### src/rtl/hta_pkg.sv
`default_nettype none

package hta_pkg;

    // Store sizes
    localparam int MAX_TRACKS     = 8;
    localparam int MAX_DETECTIONS = 8;
    localparam int MAX_COLS       = (MAX_TRACKS > MAX_DETECTIONS) ? MAX_TRACKS : MAX_DETECTIONS;

    localparam int TRK_IW  = (MAX_TRACKS > 1) ? $clog2(MAX_TRACKS) : 1;
    localparam int DET_IW  = (MAX_DETECTIONS > 1) ? $clog2(MAX_DETECTIONS) : 1;
    localparam int COLI_W  = (MAX_COLS > 1) ? $clog2(MAX_COLS) : 1;
    localparam int NUM_W   = $clog2(MAX_COLS + 1);
    localparam int ROW_W   = $clog2(MAX_TRACKS + 1);
    localparam int COST_AW = TRK_IW + COLI_W;
    localparam int COST_DEPTH = 1 << COST_AW;

    // Field widths
    localparam int POS_W  = 32;
    localparam int YAW_W  = 16;
    localparam int ID_W   = 16;
    localparam int WGT_W  = 16;
    localparam int INIT_W = 4;
    localparam int COST_W = 33;
    localparam int POT_W  = 42;

    // Configuration port
    localparam int CFG_AW = 1;
    localparam int CFG_DW = 16;
    localparam logic [CFG_AW-1:0] REG_YAW_WEIGHT = 1'b0;
    localparam logic [CFG_AW-1:0] REG_INIT_COUNT = 1'b1;
    localparam logic [WGT_W-1:0]  WEIGHT_RESET   = 16'd128;
    localparam logic [INIT_W-1:0] INIT_RESET     = 4'd3;

    // Cost arithmetic
    localparam logic [16:0] PI_Q13     = 17'd25736;
    localparam logic [16:0] TWO_PI_Q13 = 17'd51472;
    localparam logic [30:0] POS_SAT    = 31'h7fff_ffff;
    localparam int          YAW_SHIFT  = 5;

    // Input queue
    localparam int Q_DEPTH = 4;
    localparam int Q_AW    = 2;

    typedef struct packed {
        logic signed [POS_W-1:0] x;
        logic signed [POS_W-1:0] y;
        logic signed [YAW_W-1:0] yaw;
        logic [ID_W-1:0]         id;
        logic                    last;
    } det_beat_t;

    typedef struct packed {
        logic signed [POS_W-1:0] trk_x;
        logic signed [POS_W-1:0] trk_y;
        logic signed [YAW_W-1:0] trk_yaw;
        logic signed [POS_W-1:0] det_x;
        logic signed [POS_W-1:0] det_y;
        logic signed [YAW_W-1:0] det_yaw;
    } cost_req_t;

endpackage

`default_nettype wire

### src/rtl/hta_queue.sv
`default_nettype none

module hta_queue
(
    input  wire logic              clk,
    input  wire logic              rst_n,
    input  wire logic              push_valid,
    output logic                   push_ready,
    input  wire hta_pkg::det_beat_t push_beat,
    output logic                   pop_valid,
    input  wire logic              pop,
    output hta_pkg::det_beat_t     pop_beat
);

    hta_pkg::det_beat_t          slot_reg [hta_pkg::Q_DEPTH];
    logic [hta_pkg::Q_AW-1:0]    wr_ptr_reg;
    logic [hta_pkg::Q_AW-1:0]    rd_ptr_reg;
    logic [hta_pkg::Q_AW:0]      count_reg;
    logic                        do_push;
    logic                        do_pop;

    assign push_ready = (count_reg != (hta_pkg::Q_AW+1)'(hta_pkg::Q_DEPTH));
    assign pop_valid  = (count_reg != '0);
    assign do_push    = push_valid && push_ready;
    assign do_pop     = pop && pop_valid;
    assign pop_beat   = slot_reg[rd_ptr_reg];

    // Advance pointers and fill count
    always_ff @(posedge clk or negedge rst_n)
    begin
        if (!rst_n)
        begin
            wr_ptr_reg <= '0;
            rd_ptr_reg <= '0;
            count_reg  <= '0;
        end
        else
        begin
            if (do_push)
            begin
                wr_ptr_reg <= wr_ptr_reg + 1'b1;
            end
            if (do_pop)
            begin
                rd_ptr_reg <= rd_ptr_reg + 1'b1;
            end
            if (do_push && !do_pop)
            begin
                count_reg <= count_reg + 1'b1;
            end
            else if (do_pop && !do_push)
            begin
                count_reg <= count_reg - 1'b1;
            end
        end
    end

    // Hold the incoming beat
    always_ff @(posedge clk)
    begin
        if (do_push)
        begin
            slot_reg[wr_ptr_reg] <= push_beat;
        end
    end

endmodule

`default_nettype wire

### config.mk
export PLATFORM = sky130hd
export DESIGN_NAME = hta_queue
export DESIGN_NICKNAME = d
export VERILOG_FILES = /design/src/rtl/hta_pkg.sv /design/src/rtl/hta_queue.sv
export SDC_FILE = /design/constraint.sdc
export NUM_CORES = 1
export LEC_CHECK = 0
export ABC_AREA = 1
export BUFFER_PORTS_ARGS = -buffer_cell sky130_fd_sc_hd__buf_2
export CAP_MARGIN = 15
export CORE_ASPECT_RATIO = 0.9
export CORE_MARGIN = 5
export CORE_UTILIZATION = 50
export CTS_CLUSTER_DIAMETER = 60
export CTS_CLUSTER_SIZE = 28
export DETAILED_ROUTE_END_ITERATION = 7
export GPL_ROUTABILITY_DRIVEN = 0
export PLACE_DENSITY = 0.69
export SYNTH_ARGS = -nofsm -noshare
export SYNTH_HDL_FRONTEND = slang
export SYNTH_SLANG_ARGS = --single-unit
### constraint.sdc
create_clock -name clk -period 11.35 [get_ports clk]
set_input_delay 1.135 -clock clk [delete_from_list [all_inputs] [get_ports clk]]
set_output_delay 1.135 -clock clk [all_outputs]
set_load 0.01 [all_outputs]
Word-level counts from Yosys, hierarchy flattened
Memory sizes are Yosys's and may differ from the RTL's. Index checks and enable logic that the tools add are counted.

Register bits after elaboration: 7. Latch bits: 0. Memory bits (writable): 388. ROM bits: 0. Bits of input ports: 101. Output and inout bits: 99. Logic and storage cells: 21. Memories: 1.

Add/sub/neg operators: 4. Multipliers: 0. Divide/modulo/power cells: 0. $lt $le $gt $ge: 0. Eq/ne operators: 1. Shifts and indexed selects: 0. Multiplexer cells: 4. Bitwise logic cells: 0. Reductions and logical operators: 8.

Memory list: slot_reg (depth 4, bits a word 97, read ports 1, clocked after memory_dff 0, wr ports 1, RTL line hta_queue.sv:15) `hta_pkg::det_beat_t slot_reg [hta_pkg::Q_DEPTH];`.

Operators with widths (number): two-way mux 3 bit (2); adder 2 x 1 -> 2 bit, second input constant (2); logical AND 1 bit (4); adder 3 x 1 -> 3 bit, second input constant (1); inequality test 3 bit, second input constant (1); nonzero test 3 bit (1); subtractor 3 x 1 -> 3 bit, second input constant (1); zero test 1 bit (2); two-way mux 1 bit (2); nonzero test 2 bit (1).

Depth between registers and ports, before layout
Gate-level depths: netlist (run 1).

Depth after elaboration: 6. Gate-level depth with buffers: 12. Mapped depth without buffers: 12.

Least setup slack after synthesis (run 1)
No wires, ideal clock.

Path kind: input-to-reg. From: input push_valid. To: memory slot_reg[0][0] (netlist bit) (enable). Library setup time: 0.554 ns. Arrival: 5.324 ns. Required time: 10.796 ns. Slack: 5.472 ns. Stages: 2. Buffers on the path: 0. Path through: nand2_1 > nor2_1.

Word-level cells in the longest chain between the ends: 3.

RTL lines: start: declaration (RTL line hta_queue.sv:7) `input wire logic push_valid,`; logical AND 1 bit (RTL line hta_queue.sv:24) `assign do_push = push_valid && push_ready;`; two-way mux 1 bit (RTL line hta_queue.sv:61) `if (do_push)`; two-way mux 1 bit (not written as such) (RTL line hta_queue.sv:63) `slot_reg[wr_ptr_reg] <= push_beat;`; end: declaration (RTL line hta_queue.sv:15).

No other way between the ends.

==> results, run 1 <==
- The worst-case reg-to-reg path depth is 6.
- The total standard cell area after synthesis is 16,750 µm².
- The total overflow left after global routing is 0.
- CTS built an H-tree with a depth of 1.
- The critical path starts at rd_ptr_reg[0].
- The floorplan step set the die height to 183.7 µm.
- The wire length after detailed routing is 32.43 mm.
- The finished cells cover 18,880 µm².
- STA classifies the critical path endpoint as a primary output.
- The synthesized-area fraction occupied by and/or/nand/nor cells is 0.07237.
- The post-synthesis net count is 1,298.
- The total power is 0.004826 W.
- CTS saw 395 sinks.
- The clock tree from TritonCTS is yes.
- The final critical path time including I/O delays and setup is 5246 ps.
- The die width is 203.0 µm.
- Across the routed clock network, the largest skew measured is 14.59 ps.
- Detailed routing inserted a total of 9,167 vias.
- The warning count from the yosys run is 0.
- The share of post-route cells with drive strength above 1 is 0.3223.
- The count of state elements after synthesis is 395.
- The reported leakage power is 7.717 nW.
- In the layout the commonest cells are 388 x edfxtp_1, 308 x nand2_1, 207 x inv_1, 199 x buf_2, 179 x o211ai_2.
- In this run the worst setup path terminates at pop_beat[64].
- The combinational family with the most area after synthesis is compound AO/OA/AOI/OAI gates.
- The die covers 37,270 µm².
- The effective utilization at floorplan is 0.5073.
- The arrival time at the worst endpoint is 4110 ps.
- The post-synthesis xor/xnor area fraction is 0.0005228.
- The number of cell rows is 63.
- After synthesis, the mean cell area works out to 14.07 µm².
- The run finished with clean final reports.
- The ratio of total power to cell area is 255.6 nW/µm².
- The boundary pin count is 200.
- In this run the register-to-register setup slack is 7990 ps.
- The final-report max-slew violation count is 0.
- The area fraction in compound gates after synthesis is 0.1407.
- In the final design database the tool counted 1,474 nets.
- The reg-to-reg critical path endpoint is slot_reg[2][52].
- The detailed router finished its first iteration with 450 violations.
- The final number of hold-violating endpoints came to 0.
- The floorplan step defined a core boundary enclosing 33,030 µm².
- The estimated wirelength of the detail-placed design is 19.35 mm.
- In this run, CTS created clock tree buffers numbering 26.
- The share of the Yosys chip area taken by registers is 0.7059.
- Synthesis handed over a netlist of 1,191 instances.
- The post-CTS clock slew at the launch and capture registers of the worst setup and hold paths is 90 ps.
- For this run, the total global-route usage over all layers was measured as 0.1709.
- Of the post-synthesis cell area, the part taken by muxes is 0.
- The tightest min-delay check is of the input port to async pin type.
- The max capacitance violation total is 0.
- The remaining design rule violation count is 0.
- In the routed layout, each cell is associated on average with a via count of 5.056.
- The number of hold buffers added after CTS was 0.
- The number of different library cells in the post-synthesis netlist is 20.
- The flip-flop count of the largest register after layout is 388.
- The slew of the pin with the lowest slew margin is 1028 ps.
- The number of global-route vias before repair is 9,063.
- The area added between synthesis and finish is 12.72%.
- The maximum fanout along the worst path is 149.
- The startpoint of the lowest-slack register-to-register path is count_reg[0].
- The iteration count of the initial detailed-routing pass is 4.
- The average wire per cell in the routed design is 17.89 µm.
- Setup repair after global routing left no endpoint under its margin.
- Entering global routing, the biggest net connects 150 pins.
- The detail route stage leaves a number of antenna-violating nets equal to 0.
- STA classifies the critical path startpoint as a flop.
- The number of endpoints failing setup at the final stage is 0.
- The cell sitting at the root of the clock tree is a clkbuf_16.
- Clock latency on the worst-skew pair, taken at its later pin, is 550 ps.
- The setup path with the least slack is of type flop to primary output.
- The placed instances occupy a cell area of 17,940 µm².
- Derived from the worst setup path, the maximum achievable clock frequency is 190.6 MHz.
- The longest clock path from root to sink contains 3 buffers.
- The number of gates resized after CTS is 0.
- The required time of the worst setup path is 10,220 ps.
- Once the clock tree was built, the setup fixing pass inserted 0 buffers.
- The library cell used most frequently in the layout, excluding fill and tap cells, is edfxtp_1.
- The maximum vdd ir drop is 0.0003051 V.
- The total of buffers placed on input and output ports is 199.
- In the final timing run, aggregate negative setup slack is 0 ps.
- The post-route clock period utilization is 0.4622.
- The first global-routing pass estimated 50.74 mm of wire.
- The share of synthesized cell area in full adder, half adder and majority cells is 0.004929.
- In this run the tightest slew margin relative to its limit is 0.3145.
- The number of antenna violations at the first check in global routing is 11.
## cell usage after synthesis, drive strengths merged
library cell,instances,area share
dfrtp,7,0.010
nand3,7,0.0021
nand4,1,0.00037
nor2,4,0.00090
ha,5,0.0037
clkbuf,14,0.0031
nand2,308,0.069
o21ai,1,0.00030
buf,50,0.025
xnor2,1,0.00052
edfxtp,388,0.70
fa,1,0.0012
o211ai,194,0.14
inv,210,0.047
## cells by family (layout without fill, tap and decap cells)
logic type               count (synthesis)  count (layout)
flip-flops                             395             395
other                                    0               4
XOR/XNOR                                 1               1
AND/OR/NAND/NOR                        320             320
adder cells (fa/ha/maj)                  6               6
buffers and inverters                  274             470
AO/OA/AOI/OAI                          195             195
## worst max-delay path, cell delays in order, from the launching register on
cell and delay, ps:
dfrtp_1 460, inv_8 690, buf_4 930, buf_4 820, nand2_1 150, o211ai_2 100
nand2_1 100, buf_2 160
## report_power, final
group | leakage, nW | switching, W | internal [W]
Clock | 0.451 | 0.000535 | 0.000472
Combinational | 3.63 | 0.00119 | 0.000588
Sequential | 3.64 | 0.000121 | 0.00192
## how the worst min path moves through the flow
stage / from / endpoint / slack, ps / depth (start not counted)
floorplan: count_reg[2] / count_reg[2] / 460 / 2
global placement: count_reg[2] / count_reg[2] / 490 / 2
detailed placement: count_reg[2] / count_reg[2] / 510 / 2
CTS: rst_n / count_reg[1] / 380 / 1
global route: rst_n / count_reg[1] / 380 / 1
finish: rst_n / count_reg[1] / 410 / 1
## cell type report
cell class | count | area, µm²
multi-input combinational | 522 | 3691
fill | 2656 | 14140
inverter | 210 | 800.8
timing repair buffer | 212 | 1094
sequential | 395 | 11830
antenna | 4 | 10.01
clock buffer | 27 | 675.6
tap | 422 | 528.0
clock inverter | 21 | 255.2
## stage by stage
stage / util / hold slack [ps] / instances / worst slack (ps)
2_1_floorplan: - / 462.8 / 1191 / 5472
3_3_place_gp: 0.5433 / 489.0 / 1761 / 6762
3_5_place_dp: 0.5433 / 512.4 / 1761 / 6695
4_1_cts: 0.5715 / 382.4 / 1809 / 6068
5_1_grt: 0.5718 / 383.6 / 1813 / 5748
6_report: 0.5718 / 406.6 / 1813 / 6104
## layer usage
layer	share of wire	vias up	track usage
met2	0.49	171	0.2803
met5	0.0028	-	0
met1	0.44	4436	0.2344
li1	-	4495	-
met3	0.051	51	0.04040
met4	0.022	14	0.04236
Power figures use the tool's default switching activity.
==> run 2, diff against run 1 <==
PLACE_DENSITY = 0.72   (was 0.69)
clock period = 4.5 ns   (was 11.35 ns; I/O delays follow)
==> run 2 against run 1 <==
Effect of this change: count of clock-buffer cells in the layout up 2; flip-flop and latch count is the same; first-iteration DRC count increased by 5.1%; worst hold slack worse by 300 ps; power grew to 2.6 times the previous value; sequential share of layout area fell by 0.68 points; critical endpoint is now pop_beat[66]; register-to-register slack got worse by 5800 ps; wire length down 2.0%; sequential power rose by 150%; highest routed layer unchanged; clock skew up 2.3 ps; core utilization rose by 0.62 points.
==> results, run 2 (synthesized netlist as in run 1, its figures left out) <==
- Summing over every cut layer, the via total after detailed routing is 9,147.
- The instance count after placement with tap cells included is 1,763.
- Buffers placed on the I/O ports in this run total 199.
- The depth of the CTS H-tree is 1.
- The worst clock skew on the final layout is 16.90 ps.
- For this run, the share of the core covered by cells in the final layout is 0.5780.
- Summing all non-filler instances in the final layout gives an area of 19,090 µm².
- In the final routed layout, each cell accounts on average for 17.49 µm.
- Setup repair after global routing left no endpoint under its margin.
- After detailed routing, the total wire length is 31.78 mm.
- The number of global-route vias before repair is 9,091.
- CTS placed an instance of clkbuf_16 at the clock tree root.
- Dividing the detail-routed via count by the number of cells gives 5.034.
- Compared with the post-synthesis result, the final layout area differs by 13.95%.
- The arrival time at the worst endpoint is 2660 ps.
- The most frequent standard cell in the layout excluding fill and tap cells is edfxtp_1.
- The number of cells in the finished layout apart from fillers is 1,817.
- The critical path is of the flop to primary output type.
- Entering global routing, the biggest net connects 108 pins.
- The die is 203.0 µm wide.
- The startpoint type of the worst setup path is a flop.
- Detailed placement finished with a half-perimeter wire length of 18.68 mm.
- After clock tree synthesis, the clock-pin slew on the worst setup and hold paths is 100 ps.
- In this run the standard cell core region covers 33,030 µm².
- TritonCTS built the clock tree.
- The insertion delay of the later-clocked pin in the worst-skew pair is 560 ps.
- The achievable clock frequency is 321.8 MHz.
- Once the clock tree was built, the resizer swapped 0 gates to a different size.
- Measured in cells, the most critical reg-to-reg path has a length of 5.
- For this run, the total global-route usage over all layers was measured as 0.1668.
- The remaining design rule violation count is 0.
- In this run the remaining antenna-violating nets after routing total 0.
- The worst register-to-register path begins at count_reg[0].
- In this run the worst hold path is classified as input port to flop.
- The post-route clock period utilization is 0.6905.
- The ratio of total power to cell area is 650.9 nW/µm².
- The required time of the worst setup path is 4050 ps.
- The iteration count of the initial detailed-routing pass is 6.
- CTS saw 395 sinks.
- Once the clock tree was built, the setup fixing pass inserted 0 buffers.
- The initial utilization of the core area, before any placement, comes to 0.5073.
- The final number of hold-violating endpoints is 0.
- The number of antenna violations at the first check in global routing came to 8.
- The first-pass GRT wire length is 49.64 mm.
- In the layout the commonest cells are 388 x edfxtp_1, 308 x nand2_1, 207 x inv_1, 199 x buf_2, 179 x o211ai_2.
- The analysis attributes to cell leakage a power of 7.809 nW.
- The run finished with clean final reports.
- The number of CTS-inserted buffers is 28.
- IR analysis of the VDD net gives a maximum drop of 0.0004341 V.
- The type of element capturing the critical path is a primary output.
- Counting along the longest clock path gives a buffer depth of 3.
- The reg-to-reg critical path endpoint is slot_reg[2][60].
- After filler insertion, the fill cell instance count of the layout stands at 2,585.
- The violation count after the first detailed-routing iteration is 473.
- The design draws 0.01243 W.
- The worst hold path terminates at slot_reg[1][18].
- The share of post-route cells with drive strength above 1 is 0.3250.
- The boundary pin count is 200.
- The placed instances occupy a cell area of 18,030 µm².
- Across the run, the number of max-cap violations was 0.
- Setup violations remaining at the end of the flow were counted as 0.
- The final critical path time including I/O delays and setup is 3107 ps.
- The flip-flop count of the largest register after layout is 388.
- The residual overflow from global routing is 0.
- The setup check on the worst reg-to-reg path leaves a slack of 2170 ps.
- The chip height is 183.7 µm.
- The number of instances on the worst hold path is 1.
- The headroom to the max-slew limit is 0.3708.
- For the final routed database, the setup TNS stands at 0 ps.
- Along the worst path, the maximum fanout reaches 107.
- The initialized floorplan defines 63 standard-cell rows.
- The worst hold path begins at push_beat[18].
- At the pin with the least slew margin, the transition time is 943.7 ps.
- The floorplan step defined a die boundary enclosing 37,270 µm².
- The final layout contains 1,479 nets.
- The final-report max-slew violation count was 0.
run 2: cell count changes in the layout (fill, tap and decap cells not counted):
cell,change
buf_12,+6
buf_4,-4
clkbuf_16,+2
clkinv_2,-2
clkinv_4,-1
clkinv_8,+1
clkinvlp_4,-1
diode_2,-3
dlygate4sd3_1,+1
inv_12,+4
inv_6,+1
run 2: layout make-up:
cell class	count	area, µm²	area share
inverter	210	800.8	0.04195
tap	422	528.0	0.02766
clock buffer	29	725.7	0.03801
multi-input combinational	522	3691	0.1933
clock inverter	23	319.1	0.01671
sequential	395	11830	0.6197
timing repair buffer	215	1194	0.06252
antenna	1	2.502	0.0001311
run 2: routing by layer:
layer  part of all wire  GRT usage
met2               0.48     0.2799
met3              0.057    0.03669
met1               0.44     0.2281
met4              0.021    0.03448
met5             0.0026          0
run 2: worst max-delay path by stage:
stage,startpoint,to,depth (start not counted)
final,rd_ptr_reg[0],pop_beat[66],6
after global routing,rd_ptr_reg[0],pop_beat[66],6
after CTS,rd_ptr_reg[0],pop_beat[10],6
after detailed placement,rd_ptr_reg[0],pop_beat[10],6
after global placement,rd_ptr_reg[0],pop_beat[36],6
after floorplan,count_reg[0],slot_reg[0][0],4
run 2: power by group:
part | switching, W | leakage (nW) | internal (W) | total [W]
clock network | 0.00144 | 0.504 | 0.00131 | 0.00275
logic | 0.00309 | 3.67 | 0.00154 | 0.00463
registers | 0.000206 | 3.64 | 0.00484 | 0.00504
total | 0.00474 | 7.81 | 0.00769 | 0.0124
run 2: repair_timing:
item	4_1_cts	5_1_grt
endpoints found under the hold margin	7	0
setup endpoints to repair	0	0
hold buffers	1	0
run 2: worst max-delay path, cell delays in order, from the launching register on:
cell	delay (ps)
dfrtp_1	470
inv_8	530
buf_12	440
nand2_1	90
o211ai_1	120
nand2_1	110
buf_2	160
run 2: per-stage QoR:
stage	hold WS [ps]	setup WS, ps
floorplan	154.4	-908.1
global placement	302.4	2066
detailed placement	307.4	2005
CTS	68.75	1374
global route	71.22	1246
finish	103.5	1393
==> run 3, diff against run 2 <==
clock period = 2.6 ns   (was 4.5 ns; I/O delays follow)
==> run 3 against run 2 <==
Effect of this change: sequential power is 73% higher; core utilization is 3.3 points higher; clock power increased by 67%; register-to-register slack got worse by 1400 ps; count of clock-buffer cells in the layout unchanged; sequential share of layout area down 3.4 points; highest routed layer unchanged.
==> results, run 3 (synthesized netlist as in run 1, its figures left out) <==
- Traced cell by cell, the critical path runs through clkinv_8 -> buf_16 -> nand2_1 -> o211ai_2 -> nand2_1 -> buf_2.
- Summing over every cut layer, the via total after detailed routing is 9,646.
- The type of element capturing the critical path is a primary output.
- In the final layout, the share of cells above drive strength 1 is 0.3089.
- Buffers placed on the I/O ports in this run total 199.
- The final layout net count is 1,587.
- The maximum fanout along the worst path is 86.
- The chip height is 183.7 µm.
- The critical path is of the flop to primary output type.
- TritonCTS built the clock tree.
- The full die area is 37,270 µm².
- The post-CTS setup-driven buffer insertion count is 0.
- The top cell types in the final layout, fill and taps aside, are 388 x edfxtp_1, 307 x nand2_1, 207 x inv_1, 199 x buf_2, 179 x o211ai_2.
- The area added between synthesis and finish is 20.52%.
- In the final layout, the multi-input gates occupy 3704 µm².
- Counting stages on the worst path, the most repeated cell is nand2_1.
- The flow ran to the end, and the final reports show no timing, DRC or antenna violations.
- The post-route clock period utilization is 0.9380.
- For the worst-skew pair, the clock arrives at the later sink with an insertion delay of 560 ps.
- Leaving out fill and tap cells, the most frequent cell in the layout is edfxtp_1.
- The worst hold path belongs to the class input port to async pin.
- The achievable clock frequency is 410.0 MHz.
- The residual overflow from global routing is 0.
- The number of antenna violations at the first check in global routing is 2.
- The buffer levels on the longest clock path is 3.
- The final critical path time including I/O delays and setup is 2439 ps.
- The slowest stage of the critical path is the dfrtp_1 cell.
- CTS built an H-tree with a depth of 1.
- Entering global routing, the biggest net connects 99 pins.
- The average vias per placed instance is 5.011.
- For this run, the detailed router's first-pass iteration total came to 5.
- The number of global-route vias before repair came to 9,722.
- The worst clock skew on the final layout is 26.14 ps.
- STA puts the critical path data required time at 2340 ps.
- The estimated wirelength of the detail-placed design is 19.36 mm.
- After floorplanning, the core was sized to cover 33,030 µm².
- The sum of negative setup slack is 0 ps.
- The number of cell rows is 63.
- Setup repair after global routing left no endpoint under its margin.
- In this run the tightest slew margin relative to its limit is 0.4944.
- The violation count after the first detailed-routing iteration is 441.
- The analysis attributes to cell leakage a power of 8.271 nW.
- The final number of hold-violating endpoints is 0.
- Setup violations remaining at the end of the flow were counted as 0.
- The wire length after detailed routing is 33.38 mm.
- The final worst slack is 161.1 ps.
- The flip-flop count of the largest register after layout is 388.
- The first-pass GRT wire length is 52.87 mm.
- The clock sink total is 395.
- The tool flagged a number of max-cap violations equal to 0.
- The ratio of total power to cell area is 1076 nW/µm².
- The post-CTS clock slew at the launch and capture registers of the worst setup and hold paths is 80 ps.
- Summing all flip-flop and latch instances after layout gives 11,830 µm².
- Once layout is complete, the utilization of the core stands at 0.6114.
- The longest individual stage delay on the worst path is 490 ps.
- In this run, CTS created clock tree buffers numbering 29.
- The remaining number of nets flagged by the antenna check after routing is 0.
- At the placement stage, the worst setup path has a slack of 672.6 ps.
- The die is 203.0 µm wide.
- The remaining design rule violation count is 0.
- The boundary pin count is 200.
- For the pin with the worst max-slew slack, the measured transition is 758.4 ps.
- The final-report max-slew violation count came to 0.
- The filler cells instantiated in the layout total 2,474.
- The clock tree root buffer cell is clkbuf_16.
- The aggregate global-route resource usage is 0.1768.
- The worst-case IR drop observed on VDD is 0.0006787 V.
- The initial utilization of the core area, before any placement, comes to 0.5073.
- After detailed routing, the average wire length per cell comes to 17.34 µm.
- The startpoint type of the worst setup path is a flop.
- For the worst setup path, the data arrival time is 2180 ps.
run 3: layer usage:
layer,track usage,routed length (µm),vias up
met5,0,14,-
met4,0.03910,739,2
met3,0.03105,1464,50
met2,0.3131,16670,173
met1,0.2312,14490,4697
li1,-,-,4724
run 3: worst paths after layout:
path | start | to | slack [ps] | depth (start not counted)
max | rd_ptr_reg[0] | pop_beat[50] | 160 | 6
min in group clk | push_beat[94] | slot_reg[3][94] | 440 | 2
min reg2reg | count_reg[2] | count_reg[2] | 520 | 2
max reg2reg | count_reg[1] | count_reg[1] | 750 | 9
min | rst_n | rd_ptr_reg[0] | 90 | 2
max in group asynchronous | rst_n | rd_ptr_reg[1] | 2330 | 2
run 3: cell type report:
type / instances / share of cell area
timing repair buffer: 322 / 0.1165
sequential: 395 / 0.5859
antenna: 1 / 0.0001239
tap: 422 / 0.02615
multi-input combinational: 522 / 0.1834
clock buffer: 29 / 0.03594
clock inverter: 24 / 0.01208
inverter: 210 / 0.03991
run 3: power breakdown:
| group | internal [W] | switching (W) | total (W) |
|---|---|---|---|
| clock | 0.00219 | 0.00239 | 0.00458 |
| sequential | 0.00836 | 0.000371 | 0.00873 |
| combinational | 0.00296 | 0.00545 | 0.00841 |
run 3: per-stage QoR:
step	cells	power (W)	hold slack (ps)	cell area, µm²
final	1925	0.02172	87.07	20190
after floorplan	1191	0.01469	-35.59	16800
after global routing	1925	0.02311	76.88	20190
after global placement	1771	0.01710	108.0	18210
after detailed placement	1771	0.01728	111.0	18210
after CTS	1924	0.02199	51.22	20180
run 3: repair_timing:
item,in CTS,in global routing
resized for setup,0,2
hold endpoints to repair,398,0
setup endpoints to repair,0,32
hold buffers,100,0
run 3: worst max-delay path: cells and delay by family (launching register included):
family / cells / cell delay (ps)
buffers and inverters: 3 / 700
DFF: 1 / 490
AOI/OAI and AO/OA: 1 / 80
and+or+nand+nor: 2 / 280
